==> config.mk <==
export PLATFORM = sky130hd
export DESIGN_NAME = cardinal_spline_interpolator_unit_flat
export DESIGN_NICKNAME = d
export VERILOG_FILES = /design/src/rtl/cspi_pkg.sv /design/src/rtl/cspi_req_if.sv /design/src/rtl/cspi_rsp_if.sv /design/src/rtl/cspi_csr.sv /design/src/rtl/cspi_mac.sv /design/src/rtl/cardinal_spline_interpolator_unit.sv /design/src/flat_wrapper.sv
export SDC_FILE = /design/constraint.sdc
export NUM_CORES = 2
export LEC_CHECK = 0
export ABC_AREA = 1
export BUFFER_PORTS_ARGS = -buffer_cell sky130_fd_sc_hd__buf_2
export CELL_PAD_IN_SITES_DETAIL_PLACEMENT = 1
export CELL_PAD_IN_SITES_GLOBAL_PLACEMENT = 2
export CORE_AREA = 5 5 450 341
export CTS_CLUSTER_SIZE = 30
export DETAILED_ROUTE_END_ITERATION = 8
export DIE_AREA = 0 0 455 346
export PLACE_DENSITY_LB_ADDON = 0.08
export SKIP_LAST_GASP = 1
export SYNTH_ARGS = -nofsm -noshare
export SYNTH_HDL_FRONTEND = slang
export SYNTH_SLANG_ARGS = --single-unit
==> constraint.sdc <==
create_clock -name clock -period 12.8 [get_ports clock]
set_input_delay 2.56 -clock clock [delete_from_list [all_inputs] [get_ports clock]]
set_output_delay 2.56 -clock clock [all_outputs]
set_load 0.03 [all_outputs]
==> src/rtl/cspi_pkg.sv <==
// shared types, constants and the u-step table of the cardinal spline interpolator
`default_nettype none

package cspi_pkg;

   // operand b of the shared multiplier: tension, 2-t or u, all fit 17 signed bits
   localparam int OPB_W = 17;
   // fraction bits of u and of the matrix entries
   localparam int U_BITS = 16;
   localparam int T_FRAC = 12;

   localparam logic signed [OPB_W-1:0] TWO_Q12 = 17'sd8192;

   // register reset values
   localparam logic [14:0] TENSION_RESET = 15'd2048;
   localparam logic [4:0]  SEG_POINTS_RESET = 5'd10;

   // register indexes on the configuration port
   localparam logic REG_TENSION = 1'b0;
   localparam logic REG_SEG_POINTS = 1'b1;

   // control of the shared multiply-add unit
   typedef struct packed {
      logic mul_en;
      logic scale;
   } mac_ctl_type;

   // quotient and remainder of 2^16 / d
   typedef struct packed {
      logic [15:0] quot;
      logic [4:0]  rem;
   } ustep_type;

   // step of u = floor(k * 2^16 / d) from one k to the next, for d = 2..22
   function automatic ustep_type ustep(input logic [4:0] d);
      ustep_type s;
      case (d)
         5'd2: s = '{quot: 16'd32768, rem: 5'd0};
         5'd3: s = '{quot: 16'd21845, rem: 5'd1};
         5'd4: s = '{quot: 16'd16384, rem: 5'd0};
         5'd5: s = '{quot: 16'd13107, rem: 5'd1};
         5'd6: s = '{quot: 16'd10922, rem: 5'd4};
         5'd7: s = '{quot: 16'd9362, rem: 5'd2};
         5'd8: s = '{quot: 16'd8192, rem: 5'd0};
         5'd9: s = '{quot: 16'd7281, rem: 5'd7};
         5'd10: s = '{quot: 16'd6553, rem: 5'd6};
         5'd11: s = '{quot: 16'd5957, rem: 5'd9};
         5'd12: s = '{quot: 16'd5461, rem: 5'd4};
         5'd13: s = '{quot: 16'd5041, rem: 5'd3};
         5'd14: s = '{quot: 16'd4681, rem: 5'd2};
         5'd15: s = '{quot: 16'd4369, rem: 5'd1};
         5'd16: s = '{quot: 16'd4096, rem: 5'd0};
         5'd17: s = '{quot: 16'd3855, rem: 5'd1};
         5'd18: s = '{quot: 16'd3640, rem: 5'd16};
         5'd19: s = '{quot: 16'd3449, rem: 5'd5};
         5'd20: s = '{quot: 16'd3276, rem: 5'd16};
         5'd21: s = '{quot: 16'd3120, rem: 5'd16};
         5'd22: s = '{quot: 16'd2978, rem: 5'd20};
         default: s = '{quot: 16'd0, rem: 5'd0};
      endcase
      return s;
   endfunction

endpackage

`default_nettype wire

==> src/rtl/cspi_req_if.sv <==
// control point channel: valid/ready handshake with the point payload
`default_nettype none

interface cspi_req_if #(parameter int COORD_WIDTH = 16);
   logic                          valid;
   logic                          ready;
   logic signed [COORD_WIDTH-1:0] point_x;
   logic signed [COORD_WIDTH-1:0] point_y;
   logic                          curve_end;

   modport source (output valid, point_x, point_y, curve_end, input ready);
   modport sink (input valid, point_x, point_y, curve_end, output ready);
endinterface

`default_nettype wire

==> src/rtl/cspi_rsp_if.sv <==
// interpolated point channel: valid/ready handshake with the result payload
`default_nettype none

interface cspi_rsp_if #(parameter int COORD_WIDTH = 16);
   logic                          valid;
   logic                          ready;
   logic signed [COORD_WIDTH-1:0] out_x;
   logic signed [COORD_WIDTH-1:0] out_y;
   logic                          run_last;

   modport source (output valid, out_x, out_y, run_last, input ready);
   modport sink (input valid, out_x, out_y, run_last, output ready);
endinterface

`default_nettype wire

==> src/rtl/cspi_csr.sv <==
// register block on the apb-style port: tension and points per segment
`default_nettype none

module cspi_csr
   import cspi_pkg::*;
#(
   parameter int MAX_SEGMENT_POINTS = 16
) (
   input  wire logic        clock,
   input  wire logic        reset,
   input  wire logic        psel,
   input  wire logic        penable,
   input  wire logic        pwrite,
   input  wire logic [2:0]  paddr,
   input  wire logic [31:0] pwdata,
   output      logic [31:0] prdata,
   output      logic        pready,
   output      logic [14:0] tension,
   output      logic [4:0]  seg_points
);

   logic [14:0] tension_ff, tension_in;
   logic [4:0]  seg_points_ff, seg_points_in;
   logic        wr_en;
   logic [14:0] wr_tension;
   logic [4:0]  wr_points;

   assign pready = 1'b1;
   assign wr_en = psel && penable && pwrite;
   assign wr_tension = pwdata[14:0];
   assign wr_points = pwdata[4:0];

   // zero writes are dropped, points per segment clamps at the maximum
   always_comb begin
      tension_in = tension_ff;
      seg_points_in = seg_points_ff;
      if (wr_en) begin
         case (paddr[2])
            REG_TENSION: begin
               if (wr_tension != '0) tension_in = wr_tension;
            end
            REG_SEG_POINTS: begin
               if (wr_points != '0) begin
                  seg_points_in = (wr_points > 5'(MAX_SEGMENT_POINTS)) ?
                                  5'(MAX_SEGMENT_POINTS) : wr_points;
               end
            end
            default: ;
         endcase
      end
   end

   always_ff @(posedge clock) begin
      if (reset) begin
         tension_ff <= TENSION_RESET;
         seg_points_ff <= SEG_POINTS_RESET;
      end else begin
         tension_ff <= tension_in;
         seg_points_ff <= seg_points_in;
      end
   end

   // read back
   always_comb begin
      case (paddr[2])
         REG_SEG_POINTS: prdata = {27'd0, seg_points_ff};
         default: prdata = {17'd0, tension_ff};
      endcase
   end

   assign tension = tension_ff;
   assign seg_points = seg_points_ff;

endmodule

`default_nettype wire

==> src/rtl/cspi_mac.sv <==
// shared multiply-add unit: registered product, then optional u scaling and add
`default_nettype none

module cspi_mac
   import cspi_pkg::*;
#(
   parameter int ACC_W = 36
) (
   input  wire logic                    clock,
   input  wire mac_ctl_type             ctl,
   input  wire logic signed [ACC_W-1:0] op_a,
   input  wire logic signed [OPB_W-1:0] op_b,
   input  wire logic signed [ACC_W-1:0] addend,
   output      logic signed [ACC_W-1:0] result
);

   localparam int PROD_W = ACC_W + OPB_W;

   logic signed [PROD_W-1:0] prod_ff, prod_in;
   logic signed [PROD_W-1:0] prod_scaled;

   // product register
   always_comb begin
      prod_in = prod_ff;
      if (ctl.mul_en) prod_in = PROD_W'(op_a) * PROD_W'(op_b);
   end

   always_ff @(posedge clock) begin
      prod_ff <= prod_in;
   end

   // floor(product / 2^16) for horner steps, plain product for coefficients
   assign prod_scaled = ctl.scale ? (prod_ff >>> U_BITS) : prod_ff;
   assign result = ACC_W'(prod_scaled) + addend;

endmodule

`default_nettype wire

==> src/rtl/cardinal_spline_interpolator_unit.sv <==
// Cardinal spline interpolator: control points in, interpolated points out.
// An item that opens no segment fills the window. Each segment first forms its
// coefficients, then per point does 3 horner steps on x and y, each a multiply
// and an add on the one shared multiplier, then an output step held until the
// output register is free. The point channel is ready only while no segment is
// in work. Synchronous active-high reset clears curve state and the CSRs.
`default_nettype none

module cardinal_spline_interpolator_unit
   import cspi_pkg::*;
#(
   parameter int COORD_WIDTH = 16,
   parameter int MAX_SEGMENT_POINTS = 16
) (
   input  wire logic        clock,
   input  wire logic        reset,
   cspi_req_if.sink         req_chan,
   cspi_rsp_if.source       rsp_chan,
   input  wire logic        csr_psel,
   input  wire logic        csr_penable,
   input  wire logic        csr_pwrite,
   input  wire logic [2:0]  csr_paddr,
   input  wire logic [31:0] csr_pwdata,
   output      logic [31:0] csr_prdata,
   output      logic        csr_pready
);

   localparam int CW = COORD_WIDTH;
   localparam int ACC_W = COORD_WIDTH + 20;

   localparam logic [2:0] ST_IDLE = 3'd0;
   localparam logic [2:0] ST_CMUL = 3'd1;
   localparam logic [2:0] ST_CADD = 3'd2;
   localparam logic [2:0] ST_EMUL = 3'd3;
   localparam logic [2:0] ST_EADD = 3'd4;
   localparam logic [2:0] ST_OUT = 3'd5;

   localparam logic [1:0] SEG_HEAD = 2'd0;
   localparam logic [1:0] SEG_NORM = 2'd1;
   localparam logic [1:0] SEG_TAIL = 2'd2;

   localparam logic [2:0] SEEN_EMIT = 3'd4;

   localparam logic signed [ACC_W-1:0] COORD_MAX =
      (ACC_W'(1) <<< (COORD_WIDTH - 1)) - ACC_W'(1);
   localparam logic signed [ACC_W-1:0] COORD_MIN = -COORD_MAX - ACC_W'(1);
   localparam logic signed [ACC_W-1:0] TRUNC_BIAS = (ACC_W'(1) <<< T_FRAC) - ACC_W'(1);

   // truncate the Q.12 value toward zero and saturate to the coordinate range
   function automatic logic signed [CW-1:0] to_coord(input logic signed [ACC_W-1:0] v);
      logic signed [ACC_W-1:0] biased;
      logic signed [ACC_W-1:0] q;
      biased = v + (v[ACC_W-1] ? TRUNC_BIAS : '0);
      q = biased >>> T_FRAC;
      if (q > COORD_MAX) q = COORD_MAX;
      if (q < COORD_MIN) q = COORD_MIN;
      return q[CW-1:0];
   endfunction

   logic [14:0] tension;
   logic [4:0]  seg_points;

   logic [2:0]          state_ff, state_in;
   logic [2:0]          seen_ff, seen_in;
   logic signed [CW-1:0] win_x_ff [3], win_x_in [3];
   logic signed [CW-1:0] win_y_ff [3], win_y_in [3];
   logic signed [CW-1:0] px_ff, px_in, py_ff, py_in;
   logic                last_ff, last_in;
   logic [1:0]          seg_ff, seg_in;
   logic                sel_ff, sel_in;
   logic [1:0]          step_ff, step_in;
   logic [4:0]          k_ff, k_in;
   logic [15:0]         u_ff, u_in;
   logic [4:0]          urem_ff, urem_in;
   logic signed [ACC_W-1:0] c0_ff [2], c0_in [2];
   logic signed [ACC_W-1:0] c1_ff [2], c1_in [2];
   logic signed [ACC_W-1:0] c2_ff [2], c2_in [2];
   logic signed [ACC_W-1:0] c3_ff [2], c3_in [2];
   logic signed [ACC_W-1:0] acc_ff [2], acc_in [2];
   logic                rsp_valid_ff, rsp_valid_in;
   logic signed [CW-1:0] rsp_x_ff, rsp_x_in, rsp_y_ff, rsp_y_in;
   logic                rsp_last_ff, rsp_last_in;

   logic signed [CW-1:0] w0, w1, w2, wp;
   logic signed [CW-1:0] pa, pb, pc, pd;
   logic signed [ACC_W-1:0] sa, sb, sc, sd;
   logic signed [ACC_W-1:0] e_da, e_bc, e_mix, e_ca, c1_fix, c3_val;
   logic signed [OPB_W-1:0] t_op, two_minus_t, u_op;
   mac_ctl_type             mac_ctl;
   logic signed [ACC_W-1:0] mac_a, mac_add, mac_res;
   logic signed [OPB_W-1:0] mac_b;
   logic [4:0]  d_val;
   ustep_type   ust;
   logic [5:0]  rem_sum;
   logic        rem_wrap;
   logic        seg_done, item_done, out_free;

   cspi_csr #(
      .MAX_SEGMENT_POINTS(MAX_SEGMENT_POINTS)
   ) u_csr (
      .clock     (clock),
      .reset     (reset),
      .psel      (csr_psel),
      .penable   (csr_penable),
      .pwrite    (csr_pwrite),
      .paddr     (csr_paddr),
      .pwdata    (csr_pwdata),
      .prdata    (csr_prdata),
      .pready    (csr_pready),
      .tension   (tension),
      .seg_points(seg_points)
   );

   cspi_mac #(
      .ACC_W(ACC_W)
   ) u_mac (
      .clock (clock),
      .ctl   (mac_ctl),
      .op_a  (mac_a),
      .op_b  (mac_b),
      .addend(mac_add),
      .result(mac_res)
   );

   // window of the coordinate in work
   always_comb begin
      w0 = sel_ff ? win_y_ff[0] : win_x_ff[0];
      w1 = sel_ff ? win_y_ff[1] : win_x_ff[1];
      w2 = sel_ff ? win_y_ff[2] : win_x_ff[2];
      wp = sel_ff ? py_ff : px_ff;
   end

   // four points of the segment, ends duplicated for head and tail
   always_comb begin
      case (seg_ff)
         SEG_HEAD: begin pa = w0; pb = w0; pc = w1; pd = w2; end
         SEG_TAIL: begin pa = w1; pb = w2; pc = wp; pd = wp; end
         default:  begin pa = w0; pb = w1; pc = w2; pd = wp; end
      endcase
   end

   // coefficient terms: c0 = t(d-a) + (2-t)(b-c), c1 = t(2a+b-2c-d) - 3(b-c),
   // c2 = t(c-a), c3 = b, all at scale 2^12
   always_comb begin
      sa = ACC_W'(pa);
      sb = ACC_W'(pb);
      sc = ACC_W'(pc);
      sd = ACC_W'(pd);
      e_da = sd - sa;
      e_bc = sb - sc;
      e_mix = (sa <<< 1) + sb - (sc <<< 1) - sd;
      e_ca = sc - sa;
      c1_fix = -((e_bc <<< (T_FRAC + 1)) + (e_bc <<< T_FRAC));
      c3_val = sb <<< T_FRAC;
   end

   assign t_op = OPB_W'({2'b00, tension});
   assign two_minus_t = TWO_Q12 - t_op;
   assign u_op = OPB_W'({1'b0, u_ff});

   // operand selection for the shared unit
   always_comb begin
      mac_ctl.mul_en = (state_ff == ST_CMUL) || (state_ff == ST_EMUL);
      mac_ctl.scale = (state_ff == ST_EADD);
      mac_a = acc_ff[sel_ff];
      mac_b = u_op;
      mac_add = '0;
      if (state_ff == ST_CMUL) begin
         case (step_ff)
            2'd0: begin mac_a = e_da; mac_b = t_op; end
            2'd1: begin mac_a = e_bc; mac_b = two_minus_t; end
            2'd2: begin mac_a = e_mix; mac_b = t_op; end
            default: begin mac_a = e_ca; mac_b = t_op; end
         endcase
      end
      if (state_ff == ST_CADD) begin
         case (step_ff)
            2'd1: mac_add = c0_ff[sel_ff];
            2'd2: mac_add = c1_fix;
            default: mac_add = '0;
         endcase
      end else if (state_ff == ST_EADD) begin
         case (step_ff)
            2'd0: mac_add = c1_ff[sel_ff];
            2'd1: mac_add = c2_ff[sel_ff];
            default: mac_add = c3_ff[sel_ff];
         endcase
      end
   end

   // u advances by 2^16/(G+1) per point, carrying the remainder
   always_comb begin
      d_val = 5'(seg_points + 5'd1);
      ust = ustep(d_val);
      rem_sum = {1'b0, urem_ff} + {1'b0, ust.rem};
      rem_wrap = (rem_sum >= {1'b0, d_val});
   end

   assign seg_done = (k_ff == 5'(seg_points - 5'd1));
   assign item_done = (seg_ff == SEG_TAIL) || ((seg_ff == SEG_NORM) && !last_ff);
   assign out_free = !rsp_valid_ff || rsp_chan.ready;

   // sequencer
   always_comb begin
      state_in = state_ff;
      seen_in = seen_ff;
      win_x_in = win_x_ff;
      win_y_in = win_y_ff;
      px_in = px_ff;
      py_in = py_ff;
      last_in = last_ff;
      seg_in = seg_ff;
      sel_in = sel_ff;
      step_in = step_ff;
      k_in = k_ff;
      u_in = u_ff;
      urem_in = urem_ff;
      c0_in = c0_ff;
      c1_in = c1_ff;
      c2_in = c2_ff;
      c3_in = c3_ff;
      acc_in = acc_ff;
      rsp_valid_in = rsp_valid_ff && !rsp_chan.ready;
      rsp_x_in = rsp_x_ff;
      rsp_y_in = rsp_y_ff;
      rsp_last_in = rsp_last_ff;

      case (state_ff)
         ST_IDLE: begin
            if (req_chan.valid) begin
               px_in = req_chan.point_x;
               py_in = req_chan.point_y;
               last_in = req_chan.curve_end;
               if (seen_ff < 3'd3) begin
                  // still filling the window
                  win_x_in[seen_ff[1:0]] = req_chan.point_x;
                  win_y_in[seen_ff[1:0]] = req_chan.point_y;
                  seen_in = req_chan.curve_end ? 3'd0 : 3'(seen_ff + 3'd1);
               end else begin
                  seg_in = (seen_ff == 3'd3) ? SEG_HEAD : SEG_NORM;
                  sel_in = 1'b0;
                  step_in = 2'd0;
                  state_in = ST_CMUL;
               end
            end
         end
         ST_CMUL: state_in = ST_CADD;
         ST_CADD: begin
            case (step_ff)
               2'd0: c0_in[sel_ff] = mac_res;
               2'd1: c0_in[sel_ff] = mac_res;
               2'd2: c1_in[sel_ff] = mac_res;
               default: begin
                  c2_in[sel_ff] = mac_res;
                  c3_in[sel_ff] = c3_val;
               end
            endcase
            if (step_ff != 2'd3) begin
               step_in = 2'(step_ff + 2'd1);
               state_in = ST_CMUL;
            end else if (!sel_ff) begin
               sel_in = 1'b1;
               step_in = 2'd0;
               state_in = ST_CMUL;
            end else begin
               // coefficients ready, first point at u = 0
               sel_in = 1'b0;
               step_in = 2'd0;
               k_in = '0;
               u_in = '0;
               urem_in = '0;
               acc_in[0] = c0_ff[0];
               acc_in[1] = c0_ff[1];
               state_in = ST_EMUL;
            end
         end
         ST_EMUL: state_in = ST_EADD;
         ST_EADD: begin
            acc_in[sel_ff] = mac_res;
            if (step_ff != 2'd2) begin
               step_in = 2'(step_ff + 2'd1);
               state_in = ST_EMUL;
            end else if (!sel_ff) begin
               sel_in = 1'b1;
               step_in = 2'd0;
               state_in = ST_EMUL;
            end else begin
               state_in = ST_OUT;
            end
         end
         ST_OUT: begin
            if (out_free) begin
               rsp_valid_in = 1'b1;
               rsp_x_in = to_coord(acc_ff[0]);
               rsp_y_in = to_coord(acc_ff[1]);
               rsp_last_in = seg_done && item_done;
               sel_in = 1'b0;
               step_in = 2'd0;
               if (!seg_done) begin
                  // next point of this segment
                  k_in = 5'(k_ff + 5'd1);
                  u_in = 16'(u_ff + ust.quot + {15'd0, rem_wrap});
                  urem_in = rem_wrap ? 5'(rem_sum - {1'b0, d_val}) : rem_sum[4:0];
                  acc_in[0] = c0_ff[0];
                  acc_in[1] = c0_ff[1];
                  state_in = ST_EMUL;
               end else if (seg_ff == SEG_HEAD) begin
                  seg_in = SEG_NORM;
                  state_in = ST_CMUL;
               end else if ((seg_ff == SEG_NORM) && last_ff) begin
                  seg_in = SEG_TAIL;
                  state_in = ST_CMUL;
               end else begin
                  // item finished: slide the window
                  win_x_in[0] = win_x_ff[1];
                  win_x_in[1] = win_x_ff[2];
                  win_x_in[2] = px_ff;
                  win_y_in[0] = win_y_ff[1];
                  win_y_in[1] = win_y_ff[2];
                  win_y_in[2] = py_ff;
                  seen_in = last_ff ? 3'd0 : SEEN_EMIT;
                  state_in = ST_IDLE;
               end
            end
         end
         default: state_in = ST_IDLE;
      endcase
   end

   // control state
   always_ff @(posedge clock) begin
      if (reset) begin
         state_ff <= ST_IDLE;
         seen_ff <= '0;
         rsp_valid_ff <= 1'b0;
         for (int i = 0; i < 3; i++) begin
            win_x_ff[i] <= '0;
            win_y_ff[i] <= '0;
         end
      end else begin
         state_ff <= state_in;
         seen_ff <= seen_in;
         rsp_valid_ff <= rsp_valid_in;
         win_x_ff <= win_x_in;
         win_y_ff <= win_y_in;
      end
   end

   // datapath registers
   always_ff @(posedge clock) begin
      px_ff <= px_in;
      py_ff <= py_in;
      last_ff <= last_in;
      seg_ff <= seg_in;
      sel_ff <= sel_in;
      step_ff <= step_in;
      k_ff <= k_in;
      u_ff <= u_in;
      urem_ff <= urem_in;
      c0_ff <= c0_in;
      c1_ff <= c1_in;
      c2_ff <= c2_in;
      c3_ff <= c3_in;
      acc_ff <= acc_in;
      rsp_x_ff <= rsp_x_in;
      rsp_y_ff <= rsp_y_in;
      rsp_last_ff <= rsp_last_in;
   end

   // channel ports
   assign req_chan.ready = (state_ff == ST_IDLE);
   assign rsp_chan.valid = rsp_valid_ff;
   assign rsp_chan.out_x = rsp_x_ff;
   assign rsp_chan.out_y = rsp_y_ff;
   assign rsp_chan.run_last = rsp_last_ff;

endmodule

`default_nettype wire
==> src/flat_wrapper.sv <==
// flat-port wrapper written by rule: the top's interface ports become plain ports
module cardinal_spline_interpolator_unit_flat import cspi_pkg::*;
#(
   parameter int COORD_WIDTH = 16,
   parameter int MAX_SEGMENT_POINTS = 16
)
  (clock, reset, csr_psel, csr_penable, csr_pwrite, csr_paddr, csr_pwdata, csr_prdata, csr_pready, req_chan_valid, req_chan_point_x, req_chan_point_y, req_chan_curve_end, req_chan_ready, rsp_chan_valid, rsp_chan_out_x, rsp_chan_out_y, rsp_chan_run_last, rsp_chan_ready);
  cspi_req_if #(.COORD_WIDTH(COORD_WIDTH)) req_chan_i ();
  cspi_rsp_if #(.COORD_WIDTH(COORD_WIDTH)) rsp_chan_i ();
  input  wire logic clock;
  input  wire logic reset;
  input  wire logic csr_psel;
  input  wire logic csr_penable;
  input  wire logic csr_pwrite;
  input  wire logic [2:0] csr_paddr;
  input  wire logic [31:0] csr_pwdata;
  output      logic [31:0] csr_prdata;
  output      logic csr_pready;
  input wire logic [$bits(req_chan_i.valid)-1:0] req_chan_valid;
  input wire logic [$bits(req_chan_i.point_x)-1:0] req_chan_point_x;
  input wire logic [$bits(req_chan_i.point_y)-1:0] req_chan_point_y;
  input wire logic [$bits(req_chan_i.curve_end)-1:0] req_chan_curve_end;
  output wire logic [$bits(req_chan_i.ready)-1:0] req_chan_ready;
  output wire logic [$bits(rsp_chan_i.valid)-1:0] rsp_chan_valid;
  output wire logic [$bits(rsp_chan_i.out_x)-1:0] rsp_chan_out_x;
  output wire logic [$bits(rsp_chan_i.out_y)-1:0] rsp_chan_out_y;
  output wire logic [$bits(rsp_chan_i.run_last)-1:0] rsp_chan_run_last;
  input wire logic [$bits(rsp_chan_i.ready)-1:0] rsp_chan_ready;
  assign req_chan_i.valid = req_chan_valid;
  assign req_chan_i.point_x = req_chan_point_x;
  assign req_chan_i.point_y = req_chan_point_y;
  assign req_chan_i.curve_end = req_chan_curve_end;
  assign req_chan_ready = req_chan_i.ready;
  assign rsp_chan_valid = rsp_chan_i.valid;
  assign rsp_chan_out_x = rsp_chan_i.out_x;
  assign rsp_chan_out_y = rsp_chan_i.out_y;
  assign rsp_chan_run_last = rsp_chan_i.run_last;
  assign rsp_chan_i.ready = rsp_chan_ready;
  cardinal_spline_interpolator_unit #(.COORD_WIDTH(COORD_WIDTH), .MAX_SEGMENT_POINTS(MAX_SEGMENT_POINTS)) u_core (.clock(clock), .reset(reset), .req_chan(req_chan_i), .rsp_chan(rsp_chan_i), .csr_psel(csr_psel), .csr_penable(csr_penable), .csr_pwrite(csr_pwrite), .csr_paddr(csr_paddr), .csr_pwdata(csr_pwdata), .csr_prdata(csr_prdata), .csr_pready(csr_pready));
endmodule
======== Word level (Yosys, flattened, before mapping) ========
Memory sizes are Yosys's and may differ from the RTL's.
Index checks and enable logic that the tools add are counted.
storage, ports and cells
  bits in writable memories ............... 0
  flip-flop bits (word level) ............. 632
  input port bits ......................... 75
  bits in read-only memories .............. 672
  memories ................................ 1
  bits in latches ......................... 0
  output and inout port bits .............. 68
memory list
  memory            words  bits a word  read ports  clocked after memory_dff  write ports  line            RTL
  (name not given)  32     21           1           0                         0            cspi_pkg.sv:37  case (d)
cells by class
  magnitude comparators ................... 11
  add/sub/neg operators ................... 21
  bitwise gates (word level) .............. 4
  eq/ne operators ......................... 26
  div/mod/pow operators ................... 0
  shift operators ......................... 0
  reduce and logical (&&, ||, !) cells .... 39
  multiplexer cells ....................... 130
  $mul .................................... 1
operators with widths
  operator                count
  $mux W36                26
  $mux W48                12
  $bwmux W72              5
  $mux W72                4
  $pmux W72 S3            1
  $pmux W48 S2            2
  $mux W16                11
  $pmux W36 S2            2
  $pmux W36 S3            1
  $bwmux W48              2
  $pmux W16 S2            3
  $add A36 B12 Y36        2
  $add A36 B36 Y36        2
  $lt A36 B16 Y1 const B  2
  $mul A36 B17 Y52        1
  $sub A16 B16 Y17        3
  $gt A24 B16 Y1 const B  2
  $mux W3                 16
  $mux W5                 8
  $demux W36 S1           1
  $neg A36 Y36            1
  $sub A36 B16 Y36        1
  $mux W17                2
  $demux W16 S2           1
  other kinds (58)        121

======== Depth between registers and ports, before layout ========
  depth in word-level cells ............... 10
  gate-level depth with buffers ........... 62
  gate-level depth less buffers ........... 60

======== Modules after synthesis ========
Synthesis repeated with hierarchy kept, for this count alone.
unflattened totals
  cell total of the unflattened synthesis .. 8,217
  area total of the unflattened synthesis .. 62,541.2 µm²
modules (own cells, without submodules)
  module                             times used  cells each  sequential area each (µm²)  area each (µm²)
  cardinal_spline_interpolator_unit  1           4,251       14,584.0                    33,972.6
  cspi_mac                           1           3,771       1,561.5                     27,192.3
  cspi_csr                           1           195         400.4                       1,376.3

======== Least setup slack after synthesis ========
No wires, ideal clock.
  path type ............................... flip-flop to flip-flop
  from .................................... register u_core.sel_ff
  to ...................................... register u_core.u_mac.prod_ff[51] (data pin)
  slack ................................... 1.852 ns
  arrival ................................. 10.699 ns
  required time ........................... 12.551 ns
  cell stages (with the launch flop) ...... 62
  setup time .............................. 0.249 ns
  clock period less this slack ............ 10.948 ns
  cells stage by stage .................... edfxtp_1 clkbuf_1 clkbuf_1 clkbuf_1 clkbuf_1 nand2_1 o21ai_0 nor2_1 a221oi_1 fa_1 ha_1 inv_1 nor3_1 nand2_1 o211ai_1 a21oi_1 o21bai_1 nand4_1 (+26 left out) inv_1 fa_1 inv_1 fa_1 inv_1 ha_1 nand2_1 nor2_1 nand2_1 nor4_1 nand3b_1 nand3_1 or2_2 nand2_1 inv_1 nand3_1 nand2_1 inv_1
on the way
  cells in the longest elaborated chain, start to end .. 8
RTL lines
  element                      line                                                                                                                          RTL
  start: declaration           cardinal_spline_interpolator_unit.sv:70                                                                                       logic sel_ff, sel_in;
  start signal: assignment     cardinal_spline_interpolator_unit.sv:355                                                                                      sel_ff <= sel_in;
  $mux W16 (on tied branches)  cardinal_spline_interpolator_unit.sv:128, cardinal_spline_interpolator_unit.sv:127, cardinal_spline_interpolator_unit.sv:129
  $pmux W16 S2 *               cardinal_spline_interpolator_unit.sv:135                                                                                      case (seg_ff)
  named net u_core.pb[5]       cardinal_spline_interpolator_unit.sv:85                                                                                       logic signed [CW-1:0] pa, pb, pc, pd;
  $add A17 B16 Y18             cardinal_spline_interpolator_unit.sv:151                                                                                      e_mix = (sa <<< 1) + sb - (sc <<< 1) - sd;
  $sub A18 B17 Y19             cardinal_spline_interpolator_unit.sv:151
  $sub A36 B16 Y36             cardinal_spline_interpolator_unit.sv:151
  $pmux W36 S3 *               cardinal_spline_interpolator_unit.sv:169                                                                                      case (step_ff)
  $mux W36 *                   cardinal_spline_interpolator_unit.sv:168                                                                                      if (state_ff == ST_CMUL) begin
  $mul A36 B17 Y52 *           cspi_mac.sv:25                                                                                                                if (ctl.mul_en) prod_in = PROD_W'(op_a) * PROD_W'(op_b);
  end signal: assignment       cspi_mac.sv:29                                                                                                                prod_ff <= prod_in;
  end: declaration             cspi_mac.sv:19                                                                                                                logic signed [PROD_W-1:0] prod_ff, prod_in;
Mark *: on every way through the listed nets, which the timed path passes. The rest lies on a longest branch. The select of a mux whose other input is x is not followed.
A chain may end at the register's enable or synchronous reset.

======== Final worst setup path ========
Same ends and word-level chain as after synthesis.

==> metrics.log <==
[metrics] sequential element share of the synthesized area: 28.1%
[metrics] Hold Path Cell Cnt: 2
[metrics] top-area cell type share of the netlist area: 23.9%
[metrics] final setup slack of the worst path: 672 ps
[metrics] Hold Crit Start: u_core.win_x_ff[38]
[metrics] worst-path fanout max: 37
[metrics] Vias per Instance: 5.44
[metrics] ratio of final minimum period to clock period: 94.8%
[metrics] EDFF count, synth: ~470
[metrics] overall die height: ~350 µm
[metrics] max-capacitance violation count: 0
[metrics] total number of nets in the final design: 8550
[metrics] residual overflow from global routing: 0
[metrics] worst endpoint data arrival time: 12560 ps
[metrics] reg2reg path depth: between 60 and 70
[metrics] final-report hold violation count: 0
[metrics] hold-fix buffer count after cts: 0
[metrics] async set-reset flop share out of synthesis: 0%
[metrics] unrepaired setup endpoints after global routing: no
[metrics] Period minus WS final: 12130 ps
[metrics] global-route usage over all layers: 29.7%
[metrics] worst hold path type: flop to flop
[metrics] cell types occupying the most area after synthesis: sky130_fd_sc_hd__edfxtp_1, sky130_fd_sc_hd__fa_1, sky130_fd_sc_hd__nand2_1
[metrics] antenna violations before repair: 14
[metrics] via count of the first global-routing pass: 53100
[metrics] Die Outline Area: approximately 0.16 mm²
[metrics] HPWL reported at the end of detailed placement: approximately 190000 µm
[metrics] Post-Route Setup TNS: 0 ps
[metrics] Max transition margin: 9.28%
[metrics] Setup Slack @ Placement: 426 ps
[metrics] post-CTS clock slew at the launch and capture registers of the worst setup and hold paths: 70 ps
[metrics] number of DRC violations after detailed routing: 0
[metrics] distinct cell type count of the synthesized netlist: 70
[metrics] maximum level of the CTS H-tree: 3
[metrics] run status: finished, final reports clean
[metrics] number of synthesis warnings: 0
[metrics] Max clock buf depth: 3
[metrics] Primary FF master, synth: sky130_fd_sc_hd__edfxtp_1
[metrics] Area Growth Syn to Fin: 12.8%
[metrics] effective utilization at floorplan: 39.6%
[metrics] global-route wire length before repair: 350000 µm
[metrics] Die Wd: 455 µm
[metrics] total number of vias: 52200
[metrics] CTS root buffer: sky130_fd_sc_hd__clkbuf_16
[metrics] gate count of the mapped netlist: 7235
[metrics] skew final: 56.2 ps
[metrics] post-DR wirelength/cell: 24.7 µm
[metrics] Routed Antenna Nets: 0
[metrics] count of TritonRoute iterations in the first routing pass: 5
[metrics] maximum number of pins on one net before global-route repair: approximately 120
[metrics] CTS tree: done
[metrics] worst slew pin tran: 1350 ps
[metrics] cell type contributing the most total cell area after synthesis: sky130_fd_sc_hd__edfxtp_1
[metrics] number of placement rows: 123
[metrics] CP Data Required Time: 13230 ps
[metrics] Largest stage delay, worst path: about 620 ps
[metrics] slowest library cell on the worst path: sky130_fd_sc_hd__fa_1
[metrics] ratio of cells with drive above 1 in the final layout: 9.76%
[metrics] reg-to-reg slack, setup: 670 ps
[metrics] crit start category: flop
[metrics] Max Freq: between 80 and 90 MHz
[metrics] clk sink count: 592
[metrics] type of element capturing the critical path: flop
[metrics] cell repeated most along the worst path: sky130_fd_sc_hd__nand2_1
[metrics] final weighted congestion in routability-driven placement: 0.926
[metrics] Port-buffer cells: 105
[metrics] category of the critical setup timing path: flop to flop
[metrics] Endpoint, Worst Hold: u_core.win_x_ff[38]
[metrics] Synth Cell Area: 0.0589 mm²
[metrics] number of ports placed on the die boundary: 143
[metrics] count of endpoints failing setup in the final report: 0
[metrics] count of state elements after synthesis: 592
[metrics] number of buffers created by CTS: 68
[metrics] initial detailed-routing violation count: 4478
[metrics] synthesized area per cell: 8.14 µm²
[metrics] count of fill cells added during filler insertion: approximately 18000
[metrics] Pins Over Slew Limit: 0
[metrics] endpoint of the worst register-to-register path: u_core.u_mac.prod_ff[51]
[metrics] detailed-route wire length: 237000 µm
[metrics] core region area: around 0.15 mm²
[metrics] Crit Reg-Reg Startpoint: u_core.sel_ff
[metrics] later-pin clock latency in the skew report: 700 ps
==> flip-flops by register name (all words and copies together) (netlist names), 15 cells and up <==
| signal | count |
|---|---|
| u_core.acc_ff | 72 |
| u_core.c0_ff | 72 |
| u_core.c1_ff | 72 |
| u_core.c2_ff | 72 |
| u_core.c3_ff | 32 |
| u_core.px_ff | 16 |
| u_core.py_ff | 16 |
| u_core.rsp_chan.out_x | 16 |
| u_core.rsp_chan.out_y | 16 |
| u_core.u_csr.tension | 15 |
| u_core.u_ff | 16 |
| u_core.u_mac.prod_ff | 52 |
| u_core.win_x_ff | 48 |
| u_core.win_y_ff | 48 |
==> kinds of logic after synthesis <==
family	after synthesis	share of synthesized area, %
AOI/OAI and AO/OA	1553	14.6
xor gates and xnor gates	184	2.74
adders and majority gates	943	27.7
buffers and inverters	1601	10.5
DFF	592	28.1
muxes	3	0.0510
other	2	0.0127
and+or+nand+nor	2357	16.3
==> critical path, delay by kind of cell, from the launching register on <==
kind	cells	cell delay, ps
compound gates	6	1460
xor+xnor	1	310
simple gates	27	2900
fa+ha+maj	10	4400
flops	1	440
buf+inv	17	2360
==> area by class of cell <==
| cell class | count | area, µm² | area share, % |
|---|---|---|---|
| clock buffer | 81 | 1780 | 2.68 |
| sequential | 592 | 16500 | 24.9 |
| timing repair buffer | 503 | 3710 | 5.59 |
| inverter | 1309 | 4920 | 7.40 |
| clock inverter | 40 | 468 | 0.704 |
| antenna | 7 | 17.5 | 0.0264 |
| multi-input combinational | 5058 | 36500 | 54.9 |
| tap | 2000 | 2500 | 3.77 |
==> how the worst max path moves through the flow <==
stage / start / end / slack (ps)
global route: u_core.seg_ff[0] / u_core.u_mac.prod_ff[51] / 20
floorplan: u_core.sel_ff / u_core.u_mac.prod_ff[51] / 1850
detailed placement: u_core.seg_ff[0] / u_core.u_mac.prod_ff[43] / 430
CTS: u_core.seg_ff[0] / u_core.u_mac.prod_ff[43] / 410
global placement: u_core.sel_ff / u_core.u_mac.prod_ff[51] / 680
finish: u_core.sel_ff / u_core.u_mac.prod_ff[51] / 670
==> per-stage QoR <==
step           util (%)  hold slack [ps]  instances  instance area [µm²]
4_1_cts            44.5              452       9574                66300
5_1_grt            44.7              467       9585                66500
2_1_floorplan         -              420       7251                59000
3_3_place_gp       43.0              430       9453                64000
3_5_place_dp       43.0              443       9453                64000
6_report           44.7              450       9590                66500
==> routing by layer <==
metal	vias to the layer above	global-route usage [%]	share of wire (%)
met5	-	0	0.020
li1	23900	-	-
met2	1517	41.5	40
met4	8	5.07	1.8
met1	26500	47.9	51
met3	194	5.27	7.2
==> synth_stat cells, types with 12 or more instances <==
master	number
sky130_fd_sc_hd__o211ai_1	44
sky130_fd_sc_hd__a22o_1	25
sky130_fd_sc_hd__o22ai_1	49
sky130_fd_sc_hd__buf_2	26
sky130_fd_sc_hd__nand2_1	1284
sky130_fd_sc_hd__nor2_1	657
sky130_fd_sc_hd__inv_1	1282
sky130_fd_sc_hd__ha_1	342
sky130_fd_sc_hd__a31oi_1	29
sky130_fd_sc_hd__xor2_1	121
sky130_fd_sc_hd__or2_2	38
sky130_fd_sc_hd__nor3_1	62
sky130_fd_sc_hd__edfxtp_1	469
sky130_fd_sc_hd__a21o_1	31
sky130_fd_sc_hd__o21bai_1	17
sky130_fd_sc_hd__a211oi_1	12
sky130_fd_sc_hd__xnor2_1	63
sky130_fd_sc_hd__nand3_1	211
sky130_fd_sc_hd__a221oi_1	17
sky130_fd_sc_hd__fa_1	601
sky130_fd_sc_hd__nor4_1	17
sky130_fd_sc_hd__a21oi_1	523
sky130_fd_sc_hd__clkbuf_1	204
sky130_fd_sc_hd__nand4_1	40
sky130_fd_sc_hd__o21ai_0	693
sky130_fd_sc_hd__clkinv_1	18
sky130_fd_sc_hd__a22oi_1	18
sky130_fd_sc_hd__o221ai_1	19
sky130_fd_sc_hd__buf_4	22
sky130_fd_sc_hd__buf_1	31
sky130_fd_sc_hd__dfxtp_1	123
sky130_fd_sc_hd__nand2_2	15
sky130_fd_sc_hd__o21a_1	21
==> repair_timing <==
action	in CTS	in global routing
setup buffers	0	7
gates resized for setup	0	37
setup endpoints to repair	0	24
==> layout by cell type, fill, tap and decap left out, drive strengths merged, types with 12 or more instances in the layout <==
cell type and n:
a221oi 17, edfxtp 469, o21ai 708, nor4 18
o22ai 50, a22oi 18, clkinv 47, nor2 662
a21oi 525, nand2 1301, o21a 21, conb 18
a211oi 12, buf 501, a31oi 29, o221ai 19
xor2 121, fa 601, o211ai 45, clkbuf 83
a21o 31, nand4 40, nor3 69, o21bai 17
a22o 25, dfxtp 123, inv 1294, nand3 213
ha 342, xnor2 63, or2 39
Power is left out: the tool's default activity adds up to more than one toggle a clock period on the data nets, which glitch-free logic cannot reach.
